### src/sv/slrm_pkg.sv
`default_nettype none

package slrm_pkg;

    localparam int MAX_LIST_DEF      = 30;
    localparam int TOTAL_SECTORS_DEF = 30;
    localparam int FIFO_DEPTH        = 4;

    typedef enum logic [1:0] {
        K_BEGIN = 2'd0,
        K_DATA  = 2'd1,
        K_FULL  = 2'd2
    } slrm_kind_t;

    typedef enum logic [1:0] {
        ST_RANGE = 2'd0,
        ST_ZERO  = 2'd1,
        ST_OVER  = 2'd2
    } slrm_status_t;

    typedef enum logic [2:0] {
        OP_CLR,
        OP_INS,
        OP_INS_LAST,
        OP_FULL,
        OP_ERR_ZERO,
        OP_ERR_OVER
    } slrm_op_t;

    typedef struct packed {
        slrm_op_t   op;
        logic [7:0] sector;
    } slrm_cmd_t;

    typedef enum logic [1:0] {
        PH_IDLE,
        PH_COUNT,
        PH_LIST
    } slrm_phase_t;

    typedef enum logic {
        B_IDLE,
        B_SCAN
    } slrm_bstate_t;

endpackage

`default_nettype wire

### src/sv/sector_list_range_merger.sv
// channel   dir  tdata                         tuser        tlast
// s_        in   [7:0] data_byte               [1:0] kind   -
// m_        out  [7:0] range_first,            [1:0] status last
//                [15:8] range_last
//
// the front turns input transactions into queue commands; a short command queue
// feeds the back, which inserts each sector into a sorted row
// a finished list is scanned one entry per cycle, holding whenever a range is due
// but the result register is stalled
// aresetn is synchronous; no clearing pass is needed
// s_tready drops only while the command queue is full

`default_nettype none

module sector_list_range_merger
    import slrm_pkg::*;
#(
    parameter int MAX_LIST      = MAX_LIST_DEF,
    parameter int TOTAL_SECTORS = TOTAL_SECTORS_DEF
) (
    input  wire logic        aclk,
    input  wire logic        aresetn,
    input  wire logic        s_tvalid,
    output logic             s_tready,
    input  wire logic [7:0]  s_tdata,   // data_byte
    input  wire logic [1:0]  s_tuser,   // kind
    output logic             m_tvalid,
    input  wire logic        m_tready,
    output logic [15:0]      m_tdata,   // range_first, range_last
    output logic [1:0]       m_tuser,   // status
    output logic             m_tlast
);

    slrm_cmd_t    push_cmd, pop_cmd;
    logic         push, fifo_full, pop, cmd_avail;
    slrm_status_t out_status;
    logic [7:0]   out_first, out_lastsec;

    slrm_front #(
        .MAX_LIST (MAX_LIST)
    ) u_front (
        .aclk      (aclk),
        .aresetn   (aresetn),
        .in_valid  (s_tvalid),
        .in_ready  (s_tready),
        .in_kind   (s_tuser),
        .in_byte   (s_tdata),
        .push      (push),
        .push_cmd  (push_cmd),
        .fifo_full (fifo_full)
    );

    slrm_fifo u_fifo (
        .aclk     (aclk),
        .aresetn  (aresetn),
        .push     (push),
        .push_cmd (push_cmd),
        .full     (fifo_full),
        .pop      (pop),
        .avail    (cmd_avail),
        .pop_cmd  (pop_cmd)
    );

    slrm_back #(
        .MAX_LIST      (MAX_LIST),
        .TOTAL_SECTORS (TOTAL_SECTORS)
    ) u_back (
        .aclk        (aclk),
        .aresetn     (aresetn),
        .cmd_avail   (cmd_avail),
        .cmd         (pop_cmd),
        .pop         (pop),
        .out_valid   (m_tvalid),
        .out_ready   (m_tready),
        .out_status  (out_status),
        .out_first   (out_first),
        .out_lastsec (out_lastsec),
        .out_final   (m_tlast)
    );

    assign m_tdata = {out_lastsec, out_first};
    assign m_tuser = out_status;

endmodule

`default_nettype wire

### src/sv/slrm_fifo.sv
`default_nettype none

module slrm_fifo
    import slrm_pkg::*;
(
    input  wire logic      aclk,
    input  wire logic      aresetn,
    input  wire logic      push,
    input  wire slrm_cmd_t push_cmd,
    output logic           full,
    input  wire logic      pop,
    output logic           avail,
    output slrm_cmd_t      pop_cmd
);

    localparam int AW = $clog2(FIFO_DEPTH);

    slrm_cmd_t        mem_reg [FIFO_DEPTH];
    logic [AW-1:0]    wr_ptr_reg, wr_ptr_next;
    logic [AW-1:0]    rd_ptr_reg, rd_ptr_next;
    logic [AW:0]      cnt_reg, cnt_next;
    logic             do_push, do_pop;

    assign full    = (cnt_reg == (AW+1)'(FIFO_DEPTH));
    assign avail   = (cnt_reg != '0);
    assign pop_cmd = mem_reg[rd_ptr_reg];
    assign do_push = push && !full;
    assign do_pop  = pop && avail;

    always_comb begin
        wr_ptr_next = do_push ? wr_ptr_reg + 1'b1 : wr_ptr_reg;
        rd_ptr_next = do_pop ? rd_ptr_reg + 1'b1 : rd_ptr_reg;
        cnt_next    = cnt_reg;
        if (do_push && !do_pop) begin
            cnt_next = cnt_reg + 1'b1;
        end else if (do_pop && !do_push) begin
            cnt_next = cnt_reg - 1'b1;
        end
    end

    always_ff @(posedge aclk) begin
        if (!aresetn) begin
            wr_ptr_reg <= '0;
            rd_ptr_reg <= '0;
            cnt_reg    <= '0;
        end else begin
            wr_ptr_reg <= wr_ptr_next;
            rd_ptr_reg <= rd_ptr_next;
            cnt_reg    <= cnt_next;
        end
    end

    always_ff @(posedge aclk) begin
        if (do_push) begin
            mem_reg[wr_ptr_reg] <= push_cmd;
        end
    end

endmodule

`default_nettype wire

### src/sv/slrm_front.sv
`default_nettype none

module slrm_front
    import slrm_pkg::*;
#(
    parameter int MAX_LIST = MAX_LIST_DEF
) (
    input  wire logic       aclk,
    input  wire logic       aresetn,
    input  wire logic       in_valid,
    output logic            in_ready,
    input  wire logic [1:0] in_kind,
    input  wire logic [7:0] in_byte,
    output logic            push,
    output slrm_cmd_t       push_cmd,
    input  wire logic       fifo_full
);

    localparam int CW = $clog2(MAX_LIST + 1);

    slrm_phase_t   phase_reg, phase_next;
    logic [CW-1:0] expected_reg, expected_next;
    logic [CW-1:0] fill_reg, fill_next;
    logic [CW-1:0] fill_inc;
    logic          take;

    assign in_ready = !fifo_full;
    assign take     = in_valid && in_ready;
    assign fill_inc = fill_reg + 1'b1;

    always_comb begin
        phase_next      = phase_reg;
        expected_next   = expected_reg;
        fill_next       = fill_reg;
        push            = 1'b0;
        push_cmd.op     = OP_INS;
        push_cmd.sector = in_byte;
        if (take) begin
            case (in_kind)
                K_BEGIN: begin
                    phase_next = PH_COUNT;
                    fill_next  = '0;
                end
                K_FULL: begin
                    phase_next  = PH_IDLE;
                    push        = 1'b1;
                    push_cmd.op = OP_FULL;
                end
                K_DATA: begin
                    case (phase_reg)
                        PH_COUNT: begin
                            push = 1'b1;
                            if (in_byte == 8'd0) begin
                                phase_next  = PH_IDLE;
                                push_cmd.op = OP_ERR_ZERO;
                            end else if (in_byte > 8'(MAX_LIST)) begin
                                phase_next  = PH_IDLE;
                                push_cmd.op = OP_ERR_OVER;
                            end else begin
                                phase_next    = PH_LIST;
                                expected_next = in_byte[CW-1:0];
                                fill_next     = '0;
                                push_cmd.op   = OP_CLR;
                            end
                        end
                        PH_LIST: begin
                            push      = 1'b1;
                            fill_next = fill_inc;
                            if (fill_inc >= expected_reg) begin
                                phase_next  = PH_IDLE;
                                push_cmd.op = OP_INS_LAST;
                            end
                        end
                        default: begin
                        end
                    endcase
                end
                default: begin
                end
            endcase
        end
    end

    always_ff @(posedge aclk) begin
        if (!aresetn) begin
            phase_reg    <= PH_IDLE;
            expected_reg <= '0;
            fill_reg     <= '0;
        end else begin
            phase_reg    <= phase_next;
            expected_reg <= expected_next;
            fill_reg     <= fill_next;
        end
    end

    a_fill_below_count: assert property (@(posedge aclk) disable iff (!aresetn)
        phase_reg == PH_LIST |-> fill_reg < expected_reg && expected_reg != '0)
        else $error("fill index reached the expected count inside a list");

endmodule

`default_nettype wire

### src/sv/slrm_back.sv
`default_nettype none

module slrm_back
    import slrm_pkg::*;
#(
    parameter int MAX_LIST      = MAX_LIST_DEF,
    parameter int TOTAL_SECTORS = TOTAL_SECTORS_DEF
) (
    input  wire logic       aclk,
    input  wire logic       aresetn,
    input  wire logic       cmd_avail,
    input  wire slrm_cmd_t  cmd,
    output logic            pop,
    output logic            out_valid,
    input  wire logic       out_ready,
    output slrm_status_t    out_status,
    output logic [7:0]      out_first,
    output logic [7:0]      out_lastsec,
    output logic            out_final
);

    localparam int CW = $clog2(MAX_LIST + 1);

    slrm_bstate_t  state_reg, state_next;
    logic [7:0]    list_reg [MAX_LIST];
    logic [7:0]    list_next [MAX_LIST];
    logic [7:0]    list_prev [MAX_LIST];
    logic [7:0]    list_ins [MAX_LIST];
    logic [MAX_LIST-1:0] gt, gt_prev;
    logic [CW-1:0] cnt_reg, cnt_next;
    logic [7:0]    run_first_reg, run_first_next;

    logic          oval_reg, oval_next;
    slrm_status_t  ostat_reg, ostat_next;
    logic [7:0]    ofirst_reg, ofirst_next;
    logic [7:0]    olast_reg, olast_next;
    logic          ofinal_reg, ofinal_next;

    logic          load_ok;
    logic          consec;

    assign load_ok     = !oval_reg || out_ready;
    assign out_valid   = oval_reg;
    assign out_status  = ostat_reg;
    assign out_first   = ofirst_reg;
    assign out_lastsec = olast_reg;
    assign out_final   = ofinal_reg;

    // sorted insert: every slot picks its left neighbor, the new value or itself
    always_comb begin
        for (int i = 0; i < MAX_LIST; i++) begin
            gt[i] = (CW'(i) < cnt_reg) && (list_reg[i] > cmd.sector);
        end
        gt_prev      = {gt[MAX_LIST-2:0], 1'b0};
        list_prev[0] = '0;
        for (int i = 1; i < MAX_LIST; i++) begin
            list_prev[i] = list_reg[i-1];
        end
        for (int i = 0; i < MAX_LIST; i++) begin
            if (gt_prev[i]) begin
                list_ins[i] = list_prev[i];
            end else if (gt[i] || CW'(i) == cnt_reg) begin
                list_ins[i] = cmd.sector;
            end else begin
                list_ins[i] = list_reg[i];
            end
        end
    end

    assign consec = (cnt_reg > CW'(1)) &&
                    ({1'b0, list_reg[1]} == {1'b0, list_reg[0]} + 9'd1);

    always_comb begin
        state_next     = state_reg;
        list_next      = list_reg;
        cnt_next       = cnt_reg;
        run_first_next = run_first_reg;
        pop            = 1'b0;
        oval_next      = oval_reg && !out_ready;
        ostat_next     = ostat_reg;
        ofirst_next    = ofirst_reg;
        olast_next     = olast_reg;
        ofinal_next    = ofinal_reg;
        case (state_reg)
            B_IDLE: begin
                if (cmd_avail) begin
                    case (cmd.op)
                        OP_CLR: begin
                            pop      = 1'b1;
                            cnt_next = '0;
                        end
                        OP_INS: begin
                            pop       = 1'b1;
                            list_next = list_ins;
                            cnt_next  = cnt_reg + 1'b1;
                        end
                        OP_INS_LAST: begin
                            pop            = 1'b1;
                            list_next      = list_ins;
                            cnt_next       = cnt_reg + 1'b1;
                            run_first_next = list_ins[0];
                            state_next     = B_SCAN;
                        end
                        OP_FULL, OP_ERR_ZERO, OP_ERR_OVER: begin
                            if (load_ok) begin
                                pop         = 1'b1;
                                oval_next   = 1'b1;
                                ofinal_next = 1'b1;
                                ofirst_next = '0;
                                olast_next  = '0;
                                ostat_next  = ST_RANGE;
                                if (cmd.op == OP_FULL) begin
                                    olast_next = 8'(TOTAL_SECTORS - 1);
                                end else if (cmd.op == OP_ERR_ZERO) begin
                                    ostat_next = ST_ZERO;
                                end else begin
                                    ostat_next = ST_OVER;
                                end
                            end
                        end
                        default: begin
                            pop = 1'b1;
                        end
                    endcase
                end
            end
            B_SCAN: begin
                if (consec || load_ok) begin
                    for (int i = 0; i < MAX_LIST - 1; i++) begin
                        list_next[i] = list_reg[i+1];
                    end
                    cnt_next = cnt_reg - 1'b1;
                end
                if (!consec && load_ok) begin
                    oval_next      = 1'b1;
                    ostat_next     = ST_RANGE;
                    ofirst_next    = run_first_reg;
                    olast_next     = list_reg[0];
                    ofinal_next    = (cnt_reg == CW'(1));
                    run_first_next = list_reg[1];
                    if (cnt_reg == CW'(1)) begin
                        state_next = B_IDLE;
                    end
                end
            end
            default: begin
                state_next = B_IDLE;
            end
        endcase
    end

    always_ff @(posedge aclk) begin
        if (!aresetn) begin
            state_reg <= B_IDLE;
            cnt_reg   <= '0;
            oval_reg  <= 1'b0;
        end else begin
            state_reg <= state_next;
            cnt_reg   <= cnt_next;
            oval_reg  <= oval_next;
        end
    end

    always_ff @(posedge aclk) begin
        list_reg      <= list_next;
        run_first_reg <= run_first_next;
        ostat_reg     <= ostat_next;
        ofirst_reg    <= ofirst_next;
        olast_reg     <= olast_next;
        ofinal_reg    <= ofinal_next;
    end

    a_cnt_bound: assert property (@(posedge aclk) disable iff (!aresetn)
        cnt_reg <= CW'(MAX_LIST))
        else $error("list count beyond capacity");

    a_scan_nonempty: assert property (@(posedge aclk) disable iff (!aresetn)
        state_reg == B_SCAN |-> cnt_reg != '0)
        else $error("range scan with an empty list");

    a_error_shape: assert property (@(posedge aclk) disable iff (!aresetn)
        oval_reg && ostat_reg != ST_RANGE |->
            ofirst_reg == '0 && olast_reg == '0 && ofinal_reg)
        else $error("error transaction with nonzero range or not final");

    a_scan_no_pop: assert property (@(posedge aclk) disable iff (!aresetn)
        state_reg == B_SCAN |-> !pop)
        else $error("command taken during range scan");

endmodule

`default_nettype wire

### config.mk
export PLATFORM = sky130hd
export DESIGN_NAME = sector_list_range_merger
export DESIGN_NICKNAME = d
export VERILOG_FILES = /design/src/sv/slrm_pkg.sv /design/src/sv/sector_list_range_merger.sv /design/src/sv/slrm_fifo.sv /design/src/sv/slrm_front.sv /design/src/sv/slrm_back.sv
export SDC_FILE = /design/constraint.sdc
export NUM_CORES = 1
export LEC_CHECK = 0
export BUFFER_PORTS_ARGS = -buffer_cell sky130_fd_sc_hd__buf_2
export CORE_ASPECT_RATIO = 1.1
export CORE_MARGIN = 1.5
export CORE_UTILIZATION = 45
export DETAILED_ROUTE_END_ITERATION = 12
export PLACE_DENSITY_LB_ADDON = 0.12
export SETUP_SLACK_MARGIN = 0.15
export SLEW_MARGIN = 20
export SYNTH_ARGS = -nofsm -noshare
export SYNTH_HDL_FRONTEND = slang
export SYNTH_HIERARCHICAL = 1
export SYNTH_SLANG_ARGS = --single-unit
### constraint.sdc
create_clock -name aclk -period 4.3 [get_ports aclk]
set_input_delay 0.86 -clock aclk [delete_from_list [all_inputs] [get_ports aclk]]
set_output_delay 0.86 -clock aclk [all_outputs]
set_load 0.005 [all_outputs]
# Word-level counts from Yosys, hierarchy flattened
# Memories as Yosys holds them, arrays and structs flattened. A register that Yosys moved wholly into a read port is not among the register bits.
# Index checks and enable logic that the tools add are counted.
dict set report totals {
  reg_bits 293
  memories 1
  latchBits 0
  inputBits 14
  mem_bits_rw 44
  out_inout_bits 21
  rom_bits 0
  word_cells 456
}
# name words word_bits read_ports rd_ports_with_merged_regs write_ports line
set mem_list {}
lappend mem_list {u_fifo.mem_reg 4 11 1 1 1 slrm_fifo.sv:18} ;# slrm_cmd_t mem_reg [FIFO_DEPTH];
dict set report op_classes {
  multipliers 0
  n_div 0
  shift 0
  mux 132
  eq_ne 81
  n_addsub 8
  reduce_logical 124
  order_cmp 63
  bitwise_logic 3
}
# cell count
set op_table {}
lappend op_table {{$mux W8} 70}
lappend op_table {{$mux W240} 2}
lappend op_table {{$pmux W232 S2} 1}
lappend op_table {{$gt A8 B8 Y1} 30}
lappend op_table {{$mux W232} 1}
lappend op_table {{$reduce_and A4 Y1} 31}
lappend op_table {{$ne A3 B1 Y1 const B} 28}
lappend op_table {{$eq A5 B5 Y1 const A} 14}
lappend op_table {{$lt A5 B5 Y1 const A} 14}
lappend op_table {{$pmux W8 S2} 3}
lappend op_table {{$eq A4 B5 Y1 const A} 8}
lappend op_table {{$lt A4 B5 Y1 const A} 8}
lappend op_table {{$pmux W5 S2} 4}
lappend op_table {{$logic_and A1 B1 Y1} 38}
lappend op_table {{$logic_or A1 B1 Y1} 32}
lappend op_table {{$mux W5} 5}
lappend op_table {{$mux W2} 12}
lappend op_table {{$eq A3 B5 Y1 const A} 4}
lappend op_table {{$lt A3 B5 Y1 const A} 4}
lappend op_table {{$mux W1} 20}
lappend op_table {{$mux W3} 5}
lappend op_table {{$ne A2 B2 Y1 const B} 6}
lappend op_table {{$pmux W3 S2} 2}
lappend op_table {{$add A5 B1 Y5 const B} 2}
lappend op_table {{37 further kinds} 67}

# Longest topological paths before layout
dict set report depth {
  ltp_word 10
  mapped_depth 13
}

# By module
# The synthesis kept the hierarchy.
# module area_per_inst_um2 seq_area_each_um2 n_inst cells_each
set modules_own_cells {}
lappend modules_own_cells {slrm_back 19917.9 8157.8 1 1969}
lappend modules_own_cells {slrm_fifo 2072.0 1501.4 1 105}
lappend modules_own_cells {slrm_front 984.7 240.2 1 127}

# Worst setup path after synthesis
# OpenSTA, ideal clock, no wires.
dict set report synth_path {
  path_type {register to register}
  startpoint {register with a tool-made name}
  endpoint {register u_back.list_reg (netlist bit u_back/list_prev[216]) (enable)}
  t_arrival_ps 3737
  slack_ps 186
  path_buffers 2
  path_stages_with_launch 13
  period_less_slack_ps 4114
  cell_sequence {dfxtp_1 -> buf_4 -> mux4_2 -> inv_1 -> ha_1 -> nand4_1 -> a2bb2oi_1 -> nand2b_1 -> a21oi_1 -> or2_2 -> buf_2 -> inv_1 -> a31oi_1}
}
# element line
set synth_rtl {}
lappend synth_rtl {{end signal: assignment} slrm_back.sv:165} ;# list_reg <= list_next;
lappend synth_rtl {{end: declaration} slrm_back.sv:25} ;# logic [7:0] list_reg [MAX_LIST];

==> results.py <==
metrics = {
    "power_and_ir_drop": {
        "power_density_nw_per_um2": 477.3,
        "swShare_pct": 36.68,
        "pwr-share-clk_pct": 29.1,
        "power.leakage_uw": 0.009590,
        "p_comb_share_pct": 36.6,
        "power.internal_uw": 7792,
        "seqPwrFrac_pct": 34.3,
        "vdd_ir_drop_max_uv": 389.3,
        "p_switching_uw": 4513,
    },
    "clocking": {
        "post_cts_buffers": 0,
        "cts_made_buffers": 41,
        "clock_latency_ns": 0.58,
        "cts_tree": "done",
        "clk_pin_slew_ns": 0.06,
        "root_buffer": "clkbuf_16",
        "cts_num_sinks": 339,
        "cts.htree.levels": 2,
        "ctsHoldBuffers": 0,
        "cts_resized": 0,
        "clock_path_buffers": 3,
    },
    "critical_path": {
        "cp-endpoint": "u_back/list_prev[219]",
        "critPathMaxStageDelay_ns": 0.52,
        "crit_path_top_delay_cell": "mux4_2",
        "crit_family": "buffers and inverters",
        "reg2reg_depth": 15,
        "timing.rr.end": "u_back/list_prev[219]",
        "reg2reg_slack_ns": 0.52,
        "endpoint_kind": "flip-flop",
        "path_buf_inv": 7,
        "arrival_ns": 4.07,
        "path_cells": "buf_12 > mux4_2 > inv_1 > buf_12 > buf_4 > ha_1 > nand4_1 > a2bb2oi_1 > nand2b_1 > a21oi_1 > buf_4 > or2_2 > inv_1 > a31oi_1 > buf_4",
        "cp-start-kind": "flip-flop",
        "path_class": "reg2reg",
        "cp.required_ns": 4.60,
        "cp_max_fo": 9,
        "critPathMostFrequentCell": "buf_4",
        "crit_cells": 15,
    },
    "grt": {
        "grt_pass1_wl_um": 107900,
        "antenna_found_initial": 0,
        "grt_max_degree": 214,
        "track_usage_pct": 26.94,
        "grt_overflow": 0,
        "grt_pass1_vias": 18150,
    },
    "placement": {
        "dp_hpwl_um": 49340,
        "routabilityCongestion": 0.8577,
        "io_buffers": 34,
    },
    "logic_synthesis": {
        "yosysSeqAreaShare_pct": 43.09,
        "async_flop_share_pct": 0,
        "synth-main-ff-cell": "edfxtp_1",
        "synth_commonest_cells": "311 x edfxtp_1, 274 x o21ai_0, 263 x ha_1, 251 x nand2_1, 238 x mux2i_1",
        "ys_types": 72,
        "synth-warning-count": 6,
        "synth_top_area_share_pct": 40.65,
        "synth_most_common_cell": "edfxtp_1",
        "synth_compound_area_share_pct": 15.41,
        "synth_edf_count": 311,
        "synth_seq_cells": 339,
        "syn_area_per_cell_um2": 10.44,
        "synth_top_family_by_area": "compound AO/OA/AOI/OAI gates",
        "synthMuxAreaShare_pct": 11.50,
        "synthSimpleGateAreaFrac_pct": 10.93,
        "synth_area_leaders": "edfxtp_1 41%, ha_1 14%, mux2i_1 10%",
        "yosys.area_share.adder_pct": 14.45,
        "netlist_instances": 2201,
        "yosysTopAreaCell": "edfxtp_1",
        "syn_area_um2": 22970,
        "syn-num-nets": 2479,
        "post_synth_xor_area_fraction_pct": 0.6481,
    },
    "floorplan": {
        "core-area_um2": 50250,
        "ios": 35,
        "die_x_um": 218.4,
        "std_cell_rows": 86,
        "dieArea_um2": 52420,
        "initial_utilization_pct": 45.72,
        "die_height_um": 240.0,
    },
    "status": {
        "outcome": "complete, no violations",
    },
    "timing": {
        "relSlewSlack_pct": 24.79,
        "fmax_mhz": 264.7,
        "skew_ns": 0.01556,
        "hold_viol": 0,
        "tightest_slew_ns": 1.128,
        "setup-tns-final_ns": 0,
        "fin_hold_ws_ns": 0.4694,
        "min_period_ns": 3.778,
        "drv_slew": 0,
        "grt_setup_unrepaired": "no",
        "post-route-period-util_pct": 87.86,
        "setup_viol": 0,
    },
    "finish": {
        "diodes": 0,
        "drive_gt1_share_pct": 11.57,
        "fin_util_pct": 51.30,
        "largest_reg_flops": 232,
        "syn2layout_area_growth_pct": 12.21,
        "nNetsFinal": 2537,
    },
    "route": {
        "vias": 17880,
        "firstDrtPassIters": 5,
        "wire_per_inst_um": 23.83,
        "antenna_left": 0,
        "drt_iter0_markers": 1437,
        "drc": 0,
        "wirelength_um": 70340,
        "vias_per_cell": 6.058,
    },
    "min_path": {
        "hold_class": "reg2reg",
    },
    "job": {
        "drv_cap": 0,
    },
}
==> stage by stage <==
| stage | cells | total power [uW] | worst slack [ns] | instance area (um^2) |
|---|---|---|---|---|
| floorplan | 2201 | 7067 | 0.1855 | 22970 |
| global placement | 2876 | 8604 | 0.4847 | 24420 |
| detailed placement | 2876 | 8744 | 0.4123 | 24420 |
| CTS | 2951 | 12340 | 0.3840 | 25780 |
| global route | 2951 | 12970 | 0.2731 | 25780 |
| finish | 2951 | 12310 | 0.5218 | 25780 |
==> placed cells by master, fill, tap and decap left out, types with 47 or more instances in the layout <==
cell type,Yosys,final
edfxtp_1,311,311
mux2i_1,238,238
inv_1,71,68
nor2_1,61,60
a21o_1,47,47
a21oi_1,99,98
o21a_1,52,52
o21ai_0,274,274
ha_1,263,263
buf_4,10,117
nand2_1,251,251
==> worst min path at each step <==
stage,start,endpoint,slack [ns],depth (start not counted)
after global placement,u_front/fill_reg[4],u_front/fill_reg[4],0.46,2
after floorplan,u_front/expected_reg[1],u_front/expected_reg[1],0.44,2
final,u_front/fill_reg[4],u_front/fill_reg[4],0.47,2
after global routing,u_front/fill_reg[4],u_front/fill_reg[4],0.49,2
after CTS,u_front/fill_reg[4],u_front/fill_reg[4],0.47,2
after detailed placement,u_front/fill_reg[4],u_front/fill_reg[4],0.46,2
==> area by class of cell <==
class                      count  area, um^2
fill                        4527       24470
multi-input combinational   1644       12190
sequential                   339        9903
timing repair buffer         160        1229
clock buffer                  51        1084
tap                          660       825.8
inverter                      73       274.0
clock inverter                24       271.5
==> worst register-to-register path, stage by stage, from the launching register on <==
cell	delay [ns]
dfxtp_1	0.42
buf_12	0.16
mux4_2	0.52
inv_1	0.38
buf_12	0.18
buf_4	0.15
ha_1	0.23
nand4_1	0.11
a2bb2oi_1	0.22
nand2b_1	0.08
a21oi_1	0.12
buf_4	0.19
or2_2	0.23
inv_1	0.06
a31oi_1	0.24
buf_4	0.21
==> kinds of logic after synthesis <==
kind of cell               after synthesis
and+or+nand+nor                        523
buffers and inverters                  218
DFF                                    339
xor gates and xnor gates                17
adders and majority gates              265
muxes                                  250
AOI/OAI and AO/OA                      589
==> routing by layer <==
| metal | part of all wire (%) | global-route usage (%) | wire (um) | vias to the layer above |
|---|---|---|---|---|
| met2 | 48 | 44.96 | 33530 | 560 |
| met5 | 0 | 0 | 0 | - |
| met3 | 5.3 | 3.896 | 3751 | 142 |
| met4 | 3.3 | 9.321 | 2349 | 0 |
| met1 | 44 | 35.64 | 30700 | 8820 |
| li1 | - | - | - | 8354 |
==> power groups by stage <==
stage	combinational [uW]	clock, uW	sequential, uW
2_1_floorplan	2900	0	4160
3_3_place_gp	4320	0	4280
3_5_place_dp	4450	0	4290
4_1_cts	4470	3650	4220
5_1_grt	4960	3770	4240
6_report	4510	3580	4220
(Power assumes the default switching activity.)
